$ cat src/rtl/base32_stream_decoder_macros.svh
// ---------------------------------------------------------------------------
// base32_stream_decoder_macros
// Assertion helpers for the Base32 stream decoder; empty for synthesis.
// ---------------------------------------------------------------------------
`ifndef BASE32_STREAM_DECODER_MACROS_SVH
`define BASE32_STREAM_DECODER_MACROS_SVH

`ifndef SYNTHESIS

// Property must hold at every edge outside reset.
`define B32D_ASSERT(lbl, clk, rst_n, prop, msg) \
	lbl: assert property (@(posedge clk) disable iff (!rst_n) prop) else $error(msg);

// Condition must never be seen outside reset.
`define B32D_NEVER(lbl, clk, rst_n, cond, msg) \
	lbl: assert property (@(posedge clk) disable iff (!rst_n) !(cond)) else $error(msg);

`else

`define B32D_ASSERT(lbl, clk, rst_n, prop, msg)
`define B32D_NEVER(lbl, clk, rst_n, cond, msg)

`endif

`endif

$ cat src/rtl/b32d_pkg.sv
// ---------------------------------------------------------------------------
// b32d_pkg
// Shared types and constants of the Base32 stream decoder.
// ---------------------------------------------------------------------------
package b32d_pkg;

	// character codes with a meaning of their own
	localparam logic [7:0] CHAR_SPACE  = 8'h20;
	localparam logic [7:0] CHAR_HYPHEN = 8'h2D;
	localparam logic [7:0] CHAR_PAD    = 8'h3D;
	localparam logic [7:0] CHAR_UPPER_A = 8'h41;
	localparam logic [7:0] CHAR_UPPER_Z = 8'h5A;
	localparam logic [7:0] CHAR_LOWER_A = 8'h61;
	localparam logic [7:0] CHAR_LOWER_Z = 8'h7A;
	localparam logic [7:0] CHAR_DIGIT_2 = 8'h32;
	localparam logic [7:0] CHAR_DIGIT_7 = 8'h37;
	// '2' maps to 26, so subtract ('2' - 26)
	localparam logic [7:0] DIGIT_OFFSET = CHAR_DIGIT_2 - 8'd26;

	localparam int SYM_W  = 5;
	localparam int BYTE_W = 8;
	localparam int STAT_W = 2;
	localparam int DATA_W = 16;   // byte + status, padded to whole bytes

	localparam logic [STAT_W-1:0] ST_OK      = 2'd0;
	localparam logic [STAT_W-1:0] ST_INVALID = 2'd1;
	localparam logic [STAT_W-1:0] ST_EMPTY   = 2'd2;

	localparam int QUEUE_DEPTH_DEF = 4;

	typedef enum logic [1:0] {
		KIND_SYM  = 2'd0,
		KIND_SKIP = 2'd1,
		KIND_PAD  = 2'd2,
		KIND_BAD  = 2'd3
	} b32d_kind_t;

	// one classified character in the queue
	typedef struct packed {
		b32d_kind_t       kind;
		logic [SYM_W-1:0] sym;
		logic             last;
	} b32d_entry_t;

	typedef struct packed {
		logic full;
		logic empty;
	} b32d_queue_st_t;

	typedef struct packed {
		logic pop;    // head entry consumed this cycle
		logic clean;  // decode state at its string-start values
	} b32d_back_st_t;

endpackage

$ cat src/rtl/base32_stream_decoder.sv
// ---------------------------------------------------------------------------
// base32_stream_decoder
// Streaming Base32 (RFC 4648) text to byte decoder.
// ---------------------------------------------------------------------------
// Takes one character per transaction on the slave side and sustains one
// transaction per clock while the queue is not full. A classifier maps each
// character to a 5-bit symbol, a skip (space, hyphen), a pad ('=') or an
// invalid code and writes it into a QUEUE_DEPTH-entry register queue; the
// decode stage pops one entry per clock, while the output is not stalled,
// into a bit buffer and emits a byte whenever eight bits are held. The result
// for a character passes through its queue slot, written at the edge that
// accepts it, and then the output register. Letters of either case give
// 0..25, digits '2'..'7' give 26..31; the first '=' ends decoding for the
// rest of the string and any other character latches an error. The
// character marked by s_tlast always yields a result with m_tlast set and a
// status (0 ok, 1 invalid character seen, 2 no bytes produced), merged with
// a byte if that character completed one; the decoder then starts afresh.
// Characters that neither complete a byte nor end the string give no
// transaction. Leftover bits at the end are dropped. A stall on the master
// side fills the queue before s_tready falls.
// ---------------------------------------------------------------------------
module base32_stream_decoder #(
	parameter int QUEUE_DEPTH = b32d_pkg::QUEUE_DEPTH_DEF
) (
	input  logic        clk,
	input  logic        arst_n,
	// character input
	input  logic        s_tvalid,
	output logic        s_tready,
	input  logic [7:0]  s_tdata,   // [7:0] char_code
	input  logic        s_tlast,   // is_last
	// decoded output
	output logic        m_tvalid,
	input  logic        m_tready,
	output logic [15:0] m_tdata,   // [7:0] data_byte, [9:8] status, [15:10] zero
	output logic        m_tuser,   // byte_valid
	output logic        m_tlast    // is_final
);
	import b32d_pkg::*;

	`include "base32_stream_decoder_macros.svh"

	b32d_queue_st_t q_st;
	b32d_back_st_t  back_st;
	b32d_entry_t    wr_entry;
	b32d_entry_t    head;
	logic           wr_en;

	// classify and push
	b32d_front u_front (
		.s_tvalid (s_tvalid),
		.s_tready (s_tready),
		.s_tdata  (s_tdata),
		.s_tlast  (s_tlast),
		.q_st     (q_st),
		.wr_en    (wr_en),
		.wr_entry (wr_entry)
	);

	// decouples input acceptance from output stalls
	b32d_queue #(
		.DEPTH (QUEUE_DEPTH)
	) u_queue (
		.clk      (clk),
		.arst_n   (arst_n),
		.wr_en    (wr_en),
		.wr_entry (wr_entry),
		.rd_en    (back_st.pop),
		.rd_entry (head),
		.q_st     (q_st)
	);

	// decode and deliver
	b32d_back u_back (
		.clk      (clk),
		.arst_n   (arst_n),
		.q_valid  (!q_st.empty),
		.head     (head),
		.back_st  (back_st),
		.m_tvalid (m_tvalid),
		.m_tready (m_tready),
		.m_tdata  (m_tdata),
		.m_tuser  (m_tuser),
		.m_tlast  (m_tlast)
	);

	// a full queue must hold off the input side
	`B32D_NEVER(a_full_blocks_input, clk, arst_n, q_st.full && s_tready, "input ready while queue full")
	// a stalled result must not be overwritten by a pop
	`B32D_NEVER(a_no_pop_on_stall, clk, arst_n, back_st.pop && m_tvalid && !m_tready, "queue popped under output stall")
	// the end of a string leaves the decoder clean
	`B32D_ASSERT(a_clean_after_last, clk, arst_n, (back_st.pop && head.last) |=> back_st.clean, "decode state not cleared after last character")
	// nothing is popped from an empty queue
	`B32D_NEVER(a_no_pop_empty, clk, arst_n, back_st.pop && q_st.empty, "pop from empty queue")

endmodule

$ cat src/rtl/b32d_front.sv
// ---------------------------------------------------------------------------
// b32d_front
// Input side: takes characters and classifies them for the queue.
// ---------------------------------------------------------------------------
module b32d_front (
	input  logic                   s_tvalid,
	output logic                   s_tready,
	input  logic [7:0]             s_tdata,   // [7:0] char_code
	input  logic                   s_tlast,   // is_last
	input  b32d_pkg::b32d_queue_st_t q_st,
	output logic                   wr_en,
	output b32d_pkg::b32d_entry_t  wr_entry
);
	import b32d_pkg::*;

	logic [7:0] diff;

	assign s_tready = !q_st.full;
	assign wr_en    = s_tvalid && !q_st.full;

	always_comb begin
		wr_entry.last = s_tlast;
		wr_entry.kind = KIND_BAD;
		diff          = '0;
		case (s_tdata) inside
			[CHAR_UPPER_A:CHAR_UPPER_Z]: begin
				wr_entry.kind = KIND_SYM;
				diff          = s_tdata - CHAR_UPPER_A;
			end
			[CHAR_LOWER_A:CHAR_LOWER_Z]: begin
				wr_entry.kind = KIND_SYM;
				diff          = s_tdata - CHAR_LOWER_A;
			end
			[CHAR_DIGIT_2:CHAR_DIGIT_7]: begin
				wr_entry.kind = KIND_SYM;
				diff          = s_tdata - DIGIT_OFFSET;
			end
			CHAR_SPACE, CHAR_HYPHEN: begin
				wr_entry.kind = KIND_SKIP;
			end
			CHAR_PAD: begin
				wr_entry.kind = KIND_PAD;
			end
			default: begin
				wr_entry.kind = KIND_BAD;
			end
		endcase
		wr_entry.sym = diff[SYM_W-1:0];
	end

endmodule

$ cat src/rtl/b32d_queue.sv
// ---------------------------------------------------------------------------
// b32d_queue
// Short register queue between the classifier and the decode stage.
// ---------------------------------------------------------------------------
module b32d_queue #(
	parameter int DEPTH = b32d_pkg::QUEUE_DEPTH_DEF
) (
	input  logic                     clk,
	input  logic                     arst_n,
	input  logic                     wr_en,
	input  b32d_pkg::b32d_entry_t    wr_entry,
	input  logic                     rd_en,
	output b32d_pkg::b32d_entry_t    rd_entry,
	output b32d_pkg::b32d_queue_st_t q_st
);
	import b32d_pkg::*;

	localparam int PTR_W = (DEPTH > 1) ? $clog2(DEPTH) : 1;
	localparam int CNT_W = $clog2(DEPTH + 1);

	b32d_entry_t        slot_q [DEPTH];
	logic [PTR_W-1:0]   wr_ptr_q;
	logic [PTR_W-1:0]   rd_ptr_q;
	logic [CNT_W-1:0]   count_q;

	assign q_st.full  = (count_q == CNT_W'(DEPTH));
	assign q_st.empty = (count_q == '0);
	assign rd_entry   = slot_q[rd_ptr_q];

	always_ff @(posedge clk) begin
		if (wr_en) begin
			slot_q[wr_ptr_q] <= wr_entry;
		end
	end

	always_ff @(posedge clk or negedge arst_n) begin
		if (!arst_n) begin
			wr_ptr_q <= '0;
			rd_ptr_q <= '0;
			count_q  <= '0;
		end else begin
			if (wr_en) begin
				wr_ptr_q <= (wr_ptr_q == PTR_W'(DEPTH - 1)) ? '0 : wr_ptr_q + 1'b1;
			end
			if (rd_en) begin
				rd_ptr_q <= (rd_ptr_q == PTR_W'(DEPTH - 1)) ? '0 : rd_ptr_q + 1'b1;
			end
			if (wr_en && !rd_en) begin
				count_q <= count_q + 1'b1;
			end else if (rd_en && !wr_en) begin
				count_q <= count_q - 1'b1;
			end
		end
	end

endmodule

$ cat src/rtl/b32d_back.sv
// ---------------------------------------------------------------------------
// b32d_back
// Decode stage: bit gathering, mode tracking and the output register.
// ---------------------------------------------------------------------------
module b32d_back (
	input  logic                   clk,
	input  logic                   arst_n,
	input  logic                   q_valid,
	input  b32d_pkg::b32d_entry_t  head,
	output b32d_pkg::b32d_back_st_t back_st,
	output logic                   m_tvalid,
	input  logic                   m_tready,
	output logic [15:0]            m_tdata,   // [7:0] data_byte, [9:8] status
	output logic                   m_tuser,   // byte_valid
	output logic                   m_tlast    // is_final
);
	import b32d_pkg::*;

	typedef enum logic [1:0] {
		MODE_RUNNING = 2'd0,
		MODE_STOPPED = 2'd1,
		MODE_ERROR   = 2'd2
	} mode_t;

	mode_t       mode_q, mode_d;
	logic [6:0]  buf_q, buf_d;     // at most seven bits pend between characters
	logic [2:0]  cnt_q, cnt_d;
	logic        prod_q, prod_d;

	logic [11:0] joined;
	logic [3:0]  cnt_sum;
	logic [3:0]  cnt_left;
	logic [11:0] shifted;
	logic        have_byte;
	logic [7:0]  byte_d;
	logic [STAT_W-1:0] status_d;
	logic        pop;

	assign pop         = q_valid && (!m_tvalid || m_tready);
	assign back_st.pop = pop;
	assign back_st.clean = (mode_q == MODE_RUNNING) && (cnt_q == '0) && !prod_q;

	always_comb begin
		joined    = {buf_q, head.sym};
		cnt_sum   = {1'b0, cnt_q} + 4'd5;
		cnt_left  = cnt_sum - 4'd8;
		shifted   = joined >> cnt_left[2:0];
		mode_d    = mode_q;
		buf_d     = buf_q;
		cnt_d     = cnt_q;
		prod_d    = prod_q;
		have_byte = 1'b0;
		byte_d    = '0;
		if (mode_q == MODE_RUNNING) begin
			case (head.kind)
				KIND_SYM: begin
					buf_d = joined[6:0];
					if (cnt_sum[3]) begin
						have_byte = 1'b1;
						byte_d    = shifted[7:0];
						cnt_d     = cnt_left[2:0];
						prod_d    = 1'b1;
					end else begin
						cnt_d = cnt_sum[2:0];
					end
				end
				KIND_PAD: mode_d = MODE_STOPPED;
				KIND_BAD: mode_d = MODE_ERROR;
				default:  mode_d = mode_q;
			endcase
		end
		if (mode_d == MODE_ERROR) begin
			status_d = ST_INVALID;
		end else if (!prod_d) begin
			status_d = ST_EMPTY;
		end else begin
			status_d = ST_OK;
		end
	end

	always_ff @(posedge clk or negedge arst_n) begin
		if (!arst_n) begin
			mode_q   <= MODE_RUNNING;
			buf_q    <= '0;
			cnt_q    <= '0;
			prod_q   <= 1'b0;
			m_tvalid <= 1'b0;
		end else begin
			if (pop) begin
				if (head.last) begin
					mode_q <= MODE_RUNNING;
					buf_q  <= '0;
					cnt_q  <= '0;
					prod_q <= 1'b0;
				end else begin
					mode_q <= mode_d;
					buf_q  <= buf_d;
					cnt_q  <= cnt_d;
					prod_q <= prod_d;
				end
				m_tvalid <= have_byte || head.last;
			end else if (m_tready) begin
				m_tvalid <= 1'b0;
			end
		end
	end

	// payload, loaded only when a result is produced
	always_ff @(posedge clk) begin
		if (pop && (have_byte || head.last)) begin
			m_tdata <= {6'd0, (head.last ? status_d : ST_OK), byte_d};
			m_tuser <= have_byte;
			m_tlast <= head.last;
		end
	end

endmodule
$ cat config.mk
export PLATFORM = sky130hd
export DESIGN_NAME = base32_stream_decoder
export DESIGN_NICKNAME = d
export VERILOG_FILES = /design/src/rtl/b32d_pkg.sv /design/src/rtl/base32_stream_decoder.sv /design/src/rtl/b32d_front.sv /design/src/rtl/b32d_queue.sv /design/src/rtl/b32d_back.sv
export VERILOG_INCLUDE_DIRS = /design/src /design/src/rtl
export SDC_FILE = /design/constraint.sdc
export NUM_CORES = 1
export LEC_CHECK = 0
export ABC_AREA = 1
export BUFFER_PORTS_ARGS = -buffer_cell sky130_fd_sc_hd__clkbuf_2
export CAP_MARGIN = 40
export CORE_MARGIN = 4
export CORE_UTILIZATION = 42
export CTS_BUF_LIST = sky130_fd_sc_hd__clkbuf_8 sky130_fd_sc_hd__clkbuf_16
export DETAILED_ROUTE_END_ITERATION = 10
export PLACE_DENSITY_LB_ADDON = 0.1
export SLEW_MARGIN = 20
export SYNTH_ARGS = -nofsm -noshare
export SYNTH_HDL_FRONTEND = slang
export SYNTH_HIERARCHICAL = 1
export SYNTH_SLANG_ARGS = --single-unit
$ cat constraint.sdc
create_clock -name clk -period 4.3 [get_ports clk]
set_clock_uncertainty 0.1 [all_clocks]
set_input_delay 0.43 -clock clk [delete_from_list [all_inputs] [get_ports clk]]
set_output_delay 0.43 -clock clk [all_outputs]
set_load 0.03 [all_outputs]
# After elaboration in Yosys (flattened, before gate mapping)
# Memories as Yosys holds them, arrays and structs flattened.
# Index checks and enable logic that the tools add are counted.
[word_totals]
out_inout_bits = 20
mem_bits_rw = 32
regBits = 33
memories = 1
input_bits = 13
wordCells = 101
[op_classes]
n_reduce_logical = 26
addsub = 9
n_mux = 35
shift = 1
order_cmp = 6
n_eq_ne = 9
bitwise = 1
[memory_table]
columns = ["name", "depth", "word_bits", "read_ports", "rd_ports_with_merged_regs", "write_ports", "line_no", "text"]
rows = [
  ["u_queue.slot_q", 4, 8, 1, 0, 1, "b32d_queue.sv:21", "b32d_entry_t slot_q [DEPTH];"],
]
[ops]
columns = ["operator", "count"]
rows = [
  ["equality test 8 x 6 -> 1 bit, second input constant", 3],
  ["2-to-1 mux 7 bit", 3],
  ["2-to-1 mux 2 bit", 9],
  ["2-to-1 mux 3 bit", 6],
  [">= comparator 8 x 7 -> 1 bit, second input constant", 2],
  ["<= comparator 8 x 7 -> 1 bit, second input constant", 2],
  ["2-to-1 mux 5 bit", 3],
  ["2-to-1 mux 1 bit", 13],
  ["right shift 12 x 3 -> 8 bit", 1],
  ["equality test 2 bit, second input constant", 5],
  ["subtractor 5 x 1 -> 5 bit, second input constant", 2],
  [">= comparator 8 x 6 -> 1 bit, second input constant", 1],
  ["<= comparator 8 x 6 -> 1 bit, second input constant", 1],
  ["logical AND 1 bit", 8],
  ["nonzero test 2 bit", 4],
  ["AND reduction 3 bit", 2],
  ["subtractor 3 x 1 -> 3 bit, second input constant", 2],
  ["logical NOT 1 bit", 5],
  ["subtractor 5 bit, second input constant", 1],
  ["adder 2 x 1 -> 2 bit, second input constant", 2],
  ["adder 3 x 3 -> 4 bit, second input constant", 1],
  ["logical NOT 2 bit", 2],
  ["case mux 2 bit (2 select lines)", 1],
  ["OR reduction 2 bit", 2],
  ["5 further kinds", 6],
]

# Longest topological paths before layout
# Gate-level depths: netlist of run 1.
[depth]
depth_word = 7
mapped_depth = 14
mapped_depth_nobuf = 13

# Cells and area by module
# The synthesis of run 1 kept the hierarchy.
[modules_own_cells]
columns = ["module", "cells_each", "n_inst", "seq_area_each_um2", "area_per_inst_um2"]
rows = [
  ["b32d_queue", 144, 1, 1136.1, 1702.9],
  ["b32d_back", 206, 1, 710.7, 1660.3],
  ["b32d_front", 91, 1, 0.0, 504.2],
  ["base32_stream_decoder", 1, 1, 0.0, 3.8],
]

# Least setup slack after synthesis of run 1
# Ideal clock, no wire load.
[synth_path]
path_type = "register -> register"
startpoint = "register u_queue.count_q[0]"
endpoint = "register u_queue.count_q[2]"
stages_incl_launch_ff = 14
arrival_time_ns = 1.849
path_buffers = 1
setup_time_ns = 0.117
synth_period_minus_slack_ns = 2.066
setup_slack_ns = 2.234
t_required_ns = 4.083
path_cell_list = "dfrtp_1 nor3_1 inv_1 nand2_1 inv_2 buf_4 inv_1 ha_1 inv_1 fa_1 nand2_1 nand3_1 nand2_1 nand2_1"
[synth_rtl]
columns = ["element", "line_no", "text"]
rows = [
  ["start: declaration", "b32d_queue.sv:24", "logic [CNT_W-1:0] count_q;"],
  ["start signal: assignment", "b32d_queue.sv:49", "count_q <= count_q + 1'b1;"],
  ["start signal: assignment", "b32d_queue.sv:51", "count_q <= count_q - 1'b1;"],
]

==> run metrics, run 1 <==
status=finished clean; Final nets=493; peak supply drop=roughly 250 uV; Max Transition Viols Final=0; Critical Path Source Type=flop; Die ar.=10800 um^2; worst path required time=4.18 ns; initial antenna violation count=0; Reg clk slew, reported paths=approximately 0.070 ns; Hold/Removal Path Class=input port to flop; Vias=2784; Worst Setup End Kind=flop; Post-Synthesis Cells=440; Area growth syn-to-layout=8.03%; Final Hold Vio Count=0; layout cell share with drive strength beyond 1=0.179; Worst Path Max Fanout=33; Ant. Diodes=0; slew margin rel.=0.558; core footprint=8850 um^2; Post-CTS Repair Setup Buffers=0; Crit Reg-Reg Endpoint=u_back/m_tdata[0]; clk_lat worst skew=around 0.34 ns; Synthesis Warnings=6; critical path class=flop to flop; root buf cell=clkbuf_8; hold path startpoint=s_tlast; filler instances=840; WHS Path Cells=1; DP Wirelength=5.73 mm; # IOs=33; Setup TNS Final=0 ns; worst slew pin tran=around 0.66 ns; Worst Path Arrival=2.41 ns; die width=104 um; vias in the first global route=2622; most frequent cells in the layout=nand2_1 (133), inv_1 (56), edfxtp_1 (44); I/O Buffers=26; Remaining DRCs=0; DR pass1 iterations=4; Layout Utilization=0.472; CTS buffer count=9; global route total overflow=0; Mapped Avg Cell Area=8.78 um^2; drt first-iter violations=78; post-layout min period=between 2 and 3 ns; commonest non-fill, non-tap cell in the layout=nand2_1; total track usage=0.148; reg-to-reg startpoint=u_queue/rd_ptr_q[0]; Post-Route WL=7.46 mm; leakage power=about 0.002 uW; Clock Sinks=65; GPL Wtd Cong=0.834; cells on worst reg2reg path=9; largest net degree at the start of global routing=34; Placed Instances=561; r2r setup slk=1.77 ns; fmax=396 MHz; final std cells w/o fill=578; Max Root-Sink Buffers=2; hold endpoint=u_queue/slot_q[2][0]; Rows=34; antenna-violating nets left=0; Post-CTS Resized=0; Cell Area, Placed=3980 um^2; H-tree depth=3; wire per inst=12.9 um; Tcrit/Tclk final=0.588; routed vias/inst=between 4 and 5; Final setup viols=0; CTS tree=done; RSZ-0062 raised after global routing=no; synthesized area=3860 um^2; max_cap viols=0; Die Y=104 um; post-layout instance area=4170 um^2; Initial Util=0.437; PD cells=686 nW/um^2; first-pass GRT wire length=12.8 mm
-- stage by stage --
step / total power, uW / setup slack [ns] / hold WS (ns)
3_5_place_dp: 2400 / 1.77 / 0.365
3_3_place_gp: 2380 / 1.81 / 0.365
2_1_floorplan: 2140 / 2.23 / 0.0344
5_1_grt: 3120 / 1.48 / 0.217
6_report: 2860 / 1.77 / 0.209
4_1_cts: 2900 / 1.75 / 0.195
-- power breakdown --
group	switching, uW	internal (uW)
sequential	128	912
combinational	933	392
clock	235	261
-- worst max path at each step --
| stage | cells after the start | startpoint | slack [ns] | endpoint |
|---|---|---|---|---|
| 6_report | 9 | u_queue/rd_ptr_q[0] | 1.77 | u_back/m_tdata[0] |
| 5_1_grt | 9 | u_queue/rd_ptr_q[0] | 1.48 | u_back/m_tdata[6] |
| 4_1_cts | 9 | u_queue/rd_ptr_q[0] | 1.75 | u_back/m_tdata[0] |
| 3_5_place_dp | 9 | u_queue/rd_ptr_q[0] | 1.77 | u_back/m_tdata[2] |
| 3_3_place_gp | 9 | u_queue/rd_ptr_q[0] | 1.81 | u_back/m_tdata[2] |
| 2_1_floorplan | 13 | u_queue/count_q[0] | 2.23 | u_queue/count_q[2] |
-- metal layers --
| layer | up-vias | routed length, um | GRT usage |
|---|---|---|---|
| li1 | 1464 | - | - |
| met1 | 1252 | 3350 | 0.176 |
| met2 | 56 | 3670 | 0.253 |
| met3 | 12 | 264 | 0.0341 |
| met4 | 0 | 172 | 0.0703 |
| met5 | - | 0 | 0 |
-- sequential cells by signal (all words and copies together) (netlist names) --
name	cells
u_back/buf_q	7
u_back/prod_q	1
u_back/m_tlast	1
u_back/m_tdata	10
u_back/cnt_q	3
u_queue/count_q	3
u_queue/slot_q	32
u_queue/wr_ptr_q	2
u_back/m_tvalid	1
u_queue/rd_ptr_q	2
u_back/m_tuser	1
u_back/mode_q	2
-- repair_timing --
action	CTS	global route
hold buffers	1	0
hold endpoints to repair	20	0
setup endpoints to repair	0	0
-- cell type report --
class / instances / area (um^2) / area share
Tap cell: 108 / 135 / 0.0324
Clock buffer: 9 / 124 / 0.0297
Clock inverter: 7 / 62.6 / 0.0150
Multi-Input combinational cell: 298 / 1620 / 0.387
Inverter: 64 / 248 / 0.0594
Sequential cell: 65 / 1850 / 0.443
Timing Repair Buffer: 27 / 140 / 0.0336
-- critical path, cell delays in order (launching register included) --
cell,delay (ns)
dfrtp_1,0.41
inv_2,0.37
nand2_1,0.11
o211ai_1,0.10
nand2_1,0.12
nor2_2,0.21
nand2_4,0.11
nor2_8,0.16
o21ai_1,0.09
inv_1,0.38
Note: power is estimated with default switching activity, not from simulation.
==> run 2: changes to the inputs <==
clock period = 2.52 ns   (was 4.3 ns; I/O delays follow)
==> run 2 against run 1 <==
Effect of this change:
- count of clock-buffer cells in the layout stayed put
- via count is 0.43% higher
- hold slack worse by 0.18 ns
- critical endpoint is now u_back/m_tdata[4]
- maximum frequency is 16% higher
- global-route usage is 0.16 points lower
- first-iteration DRC count is 40% higher
==> run metrics, run 2 (synthesis results as in run 1) <==
status=finished clean; first-pass GRT wire length=12.7 mm; Largest regs=u_queue/slot_q: 32 flops, u_back/m_tdata: 10 flops, u_back/buf_q: 7 flops; most frequent cells in the layout=nand2_1 (133), inv_1 (55), edfxtp_1 (44); core footprint=8850 um^2; commonest non-fill, non-tap cell in the layout=nand2_1; Tcrit/Tclk final=0.866; filler instances=~900; initial antenna violation count=0; Int Pwr=2720 uW; hold endpoint=u_queue/slot_q[3][0]; I/O Buffers=26; worst slew pin tran=about 0.59 ns; Max Root-Sink Buffers=2; Global Route met1 Usage=0.165; Sw Pwr=about 2200 uW; Final nets=498; PD cells=1170 nW/um^2; Post-CTS Resized=0; post-layout min period=between 2 and 2.5 ns; Gate power share=0.471; Setup TNS Final=0 ns; worst path required time=2.42 ns; Worst Setup End Kind=flop; largest net degree at the start of global routing=22; # IOs=33; Biggest register=u_queue/slot_q; RSZ-0062 raised after global routing=no; sequential share of power=0.353; global route total overflow=0; root buf cell=clkbuf_8; CP Buf/Inv Count=2; drt first-iter violations=109; CP Cell Sequence=inv_2, o211ai_1, nand2_1, nor2_2, nand2_4, nor2_8, o21ai_1, inv_1; met3 Use GR=0.0286; Design Power=4940 uW; slew margin rel.=0.607; hold path startpoint=s_tlast; CTS tree=done; max_cap viols=0; Vias=2796; Crit Reg-Reg Endpoint=u_back/m_tdata[4]; crit path max-delay cell type=dfrtp_1; Rows=34; Initial Util=0.437; Final setup viols=0; die width=104 um; Critical Path Source Type=flop; max FFs per register=32; clock network power share=0.177; Die Y=104 um; vias in the first global route=2814; Remaining DRCs=0; WHS Path Cells=1; Area growth syn-to-layout=9.20%; antenna-violating nets left=0; Final Hold Vio Count=0; leakage power=0.00202 uW; total track usage=0.146; peak supply drop=360 uV; wire per inst=12.8 um; H-tree depth=3; met2 track demand over resource=0.257; CTS buffer count=9; Net Sw Frac=0.450; Die ar.=roughly 11000 um^2; Hold/Removal Path Class=input port to flop; clk_lat worst skew=0.35 ns; layout cell share with drive strength beyond 1=0.192; Clock Sinks=65; Worst Setup SP=u_queue/rd_ptr_q[1]; fmax=between 400 and 500 MHz; GPL Wtd Cong=0.828; DR pass1 iterations=4; DP Wirelength=~5.8 mm; Worst Path Max Fanout=12; routed vias/inst=4.80; Reg clk slew, reported paths=0.08 ns; Max Transition Viols Final=0; reg-to-reg startpoint=u_queue/rd_ptr_q[1]; delay-heaviest family, CP=simple AND/OR/NAND/NOR gates; busiest grt layer=met2; critical path class=flop to flop; Ant. Diodes=0; r2r setup slk=roughly 0.34 ns; cells on worst reg2reg path=8; CP peak stage delay=~0.55 ns; Post-CTS Repair Setup Buffers=0; Post-Route WL=approximately 7.5 mm; Worst Path Arrival=2.08 ns
==> run 2: cell types whose count changed in the layout (fill, tap and decap cells not counted) <==
| cell | previous run | this run |
|---|---|---|
| inv_6 | 1 | 2 |
| clkinv_1 | 2 | 1 |
| clkinv_4 | 1 | 0 |
| inv_1 | 56 | 55 |
| clkinvlp_4 | 1 | 3 |
| buf_4 | 0 | 5 |
==> run 2: metrics by stage <==
| step | area (um^2) | std cells | util | setup WS [ns] | hold WS [ns] |
|---|---|---|---|---|---|
| floorplan | 3880 | 445 | - | 0.454 | -0.144 |
| global placement | 4010 | 566 | 0.454 | 0.373 | 0.189 |
| detailed placement | 4010 | 566 | 0.454 | 0.323 | 0.190 |
| CTS | 4220 | 583 | 0.477 | 0.295 | 0.0144 |
| global route | 4220 | 583 | 0.477 | 0.154 | 0.0270 |
| finish | 4220 | 583 | 0.477 | 0.338 | 0.0304 |
==> run 2: power groups by stage <==
stage	logic (uW)	registers (uW)	clock network [uW]
floorplan	1710	1940	0
global placement	2320	1760	0
detailed placement	2350	1770	0
CTS	2360	1750	905
global route	2620	1780	956
finish	2330	1740	873
==> run 2: worst reg2reg max path: stages, from the launching register on <==
cell	delay [ns]
dfrtp_1	0.55
inv_2	0.08
o211ai_1	0.11
nand2_1	0.12
nor2_2	0.20
nand2_4	0.11
nor2_8	0.15
o21ai_1	0.08
inv_1	0.33
==> run 2: per-layer routing <==
| layer | up-vias | routed length (um) | share of wire |
|---|---|---|---|
| li1 | 1471 | - | - |
| met3 | 15 | 237 | 0.032 |
| met1 | 1261 | 3230 | 0.43 |
| met2 | 49 | 3810 | 0.51 |
| met4 | 0 | 182 | 0.024 |
| met5 | - | 0 | 0 |
==> run 2: cell type report <==
type / instances / area (um^2) / share of cell area
Sequential cell: 65 / 1850 / 0.438
Multi-Input combinational cell: 298 / 1620 / 0.383
Inverter: 64 / 248 / 0.0587
Timing Repair Buffer: 32 / 178 / 0.0421
Tap cell: 108 / 135 / 0.0320
Clock buffer: 9 / 124 / 0.0294
Clock inverter: 7 / 70.1 / 0.0166
==> run 2: worst max-delay path by stage <==
stage,endpoint,slack [ns],cells after the start
6_report,u_back/m_tdata[4],0.34,8
5_1_grt,u_back/m_tdata[9],0.15,9
4_1_cts,u_back/m_tdata[4],0.29,9
3_5_place_dp,u_back/m_tdata[2],0.32,9
3_3_place_gp,u_back/m_tdata[4],0.37,9
2_1_floorplan,u_queue/count_q[2],0.45,13
==> run 2: timing repair <==
action,4_1_cts,5_1_grt
setup endpoints to repair,0,0
hold buffers,1,0
hold endpoints to repair,21,0
==> run 3: changes to the inputs <==
ABC_AREA = unset   (was 1)
GPL_TIMING_DRIVEN = 0   (was unset)
==> run 3 against run 2 <==
Effect of this change:
- die area decreased by 7.0%
- flip-flop and latch count unchanged
- hold slack got worse by 0.0078 ns
- synthesized cell count decreased by 36%
- via count decreased by 14%
- cell area about the same
- non-clock buffer count increased by 26
- register-to-register slack got worse by 0.27 ns
- wire length decreased by 5.8%
- core utilization increased by 3.4 points
- first-iteration DRC count decreased by 28%
- critical path type unchanged
- critical endpoint is now u_back/m_tlast
==> run metrics, run 3 <==
CP Buf/Inv Count=3; CP Cell Sequence=buf_8, mux4_2, nor4_4, buf_6, a21oi_4, nor3_4, buf_12; largest net degree at the start of global routing=22; Design Power=roughly 5000 uW; synthesized area=3570 um^2; Biggest register=u_queue/slot_q; Final nets=361; Vias=2391; global route total overflow=0; Tcrit/Tclk final=0.974; RSZ-0062 raised after global routing=yes; Area growth syn-to-layout=18.2%; die width=between 100 and 150 um; clk_lat worst skew=0.33 ns; Die ar.=10000 um^2; CTS buffer count=9; # IOs=33; slew margin rel.=0.629; worst path required time=2.46 ns; final hold slack=between 0.02 and 0.025 ns; H-tree depth=3; commonest non-fill, non-tap cell in the layout=edfxtp_1; critical path class=flop to flop; Cell Area, Placed=about 3900 um^2; CP peak stage delay=0.58 ns; Worst Setup End Kind=flop; Max Transition Viols Final=0; Rows=33; Worst Path Max Fanout=12; Final Hold Vio Count=0; routed vias/inst=~5.4; Mapped Avg Cell Area=approximately 13 um^2; Remaining DRCs=0; post-layout min period=about 2.5 ns; max FFs per register=32; CTS tree=done; status=finished clean; layout cell share with drive strength beyond 1=0.299; Final setup viols=0; root buf cell=clkbuf_8; Reg clk slew, reported paths=about 0.07 ns; most frequent cells in the layout=edfxtp_1 (44), clkbuf_2 (27), inv_1 (25); Post-Synthesis Cells=282; Clock Sinks=between 60 and 70; initial antenna violation count=0; Max Root-Sink Buffers=2; Hold/Removal Path Class=input port to flop; antenna-violating nets left=0; filler instances=761; wire per inst=15.9 um; WHS Path Cells=1; hold endpoint=u_queue/slot_q[1][0]; reg-to-reg startpoint=u_queue/rd_ptr_q[0]; I/O Buffers=25; r2r setup slk=~0.067 ns; fmax=408 MHz; GPL Wtd Cong=0.902; Critical Path Source Type=flop; Die Y=between 100 and 150 um; Initial Util=0.432; peak supply drop=332 uV; cells on worst reg2reg path=7; Crit Reg-Reg Endpoint=u_back/m_tlast; Post-Route WL=7.03 mm; leakage power=0.00167 uW; DR pass1 iterations=4; post-layout instance area=roughly 4200 um^2; max_cap viols=0; total track usage=0.149; vias in the first global route=2366; Synthesis Warnings=6; Largest regs=u_queue/slot_q: 32 flops, u_back/m_tdata: 10 flops, u_back/buf_q: 7 flops; first-pass GRT wire length=11.6 mm; delay-heaviest family, CP=multiplexers; core footprint=8260 um^2; hold path startpoint=s_tlast; PD cells=between 1000 and 1500 nW/um^2; worst slew pin tran=0.557 ns; drt first-iter violations=78; Ant. Diodes=0; Worst Path Arrival=2.39 ns; DP Wirelength=roughly 5 mm; crit path max-delay cell type=mux4_2
[run 3: power by group]
| group | switching (uW) | internal (uW) | total (uW) | leakage (uW) |
|---|---|---|---|---|
| clock | 365 | 541 | 907 | 0.000114 |
| sequential | 186 | 1540 | 1730 | 0.000676 |
| combinational | 1360 | 1000 | 2370 | 0.000877 |
| total | 1920 | 3090 | 5000 | 0.00167 |
[run 3: worst max-delay path by stage]
stage                   startpoint                  to  slack (ns)  cells after the start
2_1_floorplan  u_queue/rd_ptr_q[0]   u_back/m_tdata[0]      -0.004                      6
4_1_cts        u_queue/rd_ptr_q[0]      u_back/m_tlast       0.002                      7
5_1_grt         u_queue/count_q[0]  u_queue/count_q[2]       -0.04                     13
3_5_place_dp   u_queue/rd_ptr_q[0]   u_back/m_tdata[2]       -0.39                      6
3_3_place_gp   u_queue/rd_ptr_q[0]   u_back/m_tdata[1]       -0.38                      6
6_report       u_queue/rd_ptr_q[0]      u_back/m_tlast        0.07                      7
[run 3: worst register-to-register path, cell delays in order (launching register included)]
cell and delay, ns:
dfrtp_1 0.39, buf_8 0.14, mux4_2 0.58, nor4_4 0.37, buf_6 0.19, a21oi_4 0.07
nor3_4 0.16, buf_12 0.16
[run 3: layout make-up]
class / count / area [um^2] / share of cell area
Buffer: 21 / 150 / 0.0356
Clock buffer: 9 / 124 / 0.0294
Clock inverter: 7 / 80.1 / 0.0190
Inverter: 25 / 101 / 0.0240
Multi-Input combinational cell: 174 / 1550 / 0.368
Sequential cell: 65 / 1850 / 0.439
Tap cell: 105 / 131 / 0.0312
Timing Repair Buffer: 37 / 230 / 0.0546
[run 3: through the flow]
stage | TNS (ns) | utilization | worst slack [ns] | std cells
finish | 0 | 0.511 | 0.0666 | 443
global route | -0.390 | 0.511 | -0.0417 | 443
CTS | 0 | 0.501 | 0.00206 | 437
detailed placement | -5.23 | 0.469 | -0.394 | 417
global placement | -5.00 | 0.469 | -0.382 | 417
floorplan | -0.0494 | - | -0.00412 | 287
[run 3: layer usage]
metal | routed length [um] | part of all wire | global-route usage
met1 | 3130 | 0.45 | 0.187
met2 | 3590 | 0.51 | 0.254
met3 | 235 | 0.033 | 0.0292
met4 | 70 | 0.010 | 0.0549
met5 | 0 | 0 | 0
[run 3: timing repair]
action | 4_1_cts | 5_1_grt
hold endpoints to repair | 21 | 0
pin swaps | 2 | 3
hold buffers | 1 | 0
buffers inserted | 4 | 7
endpoints found under the setup margin | 19 | 27
resized for setup | 5 | 8
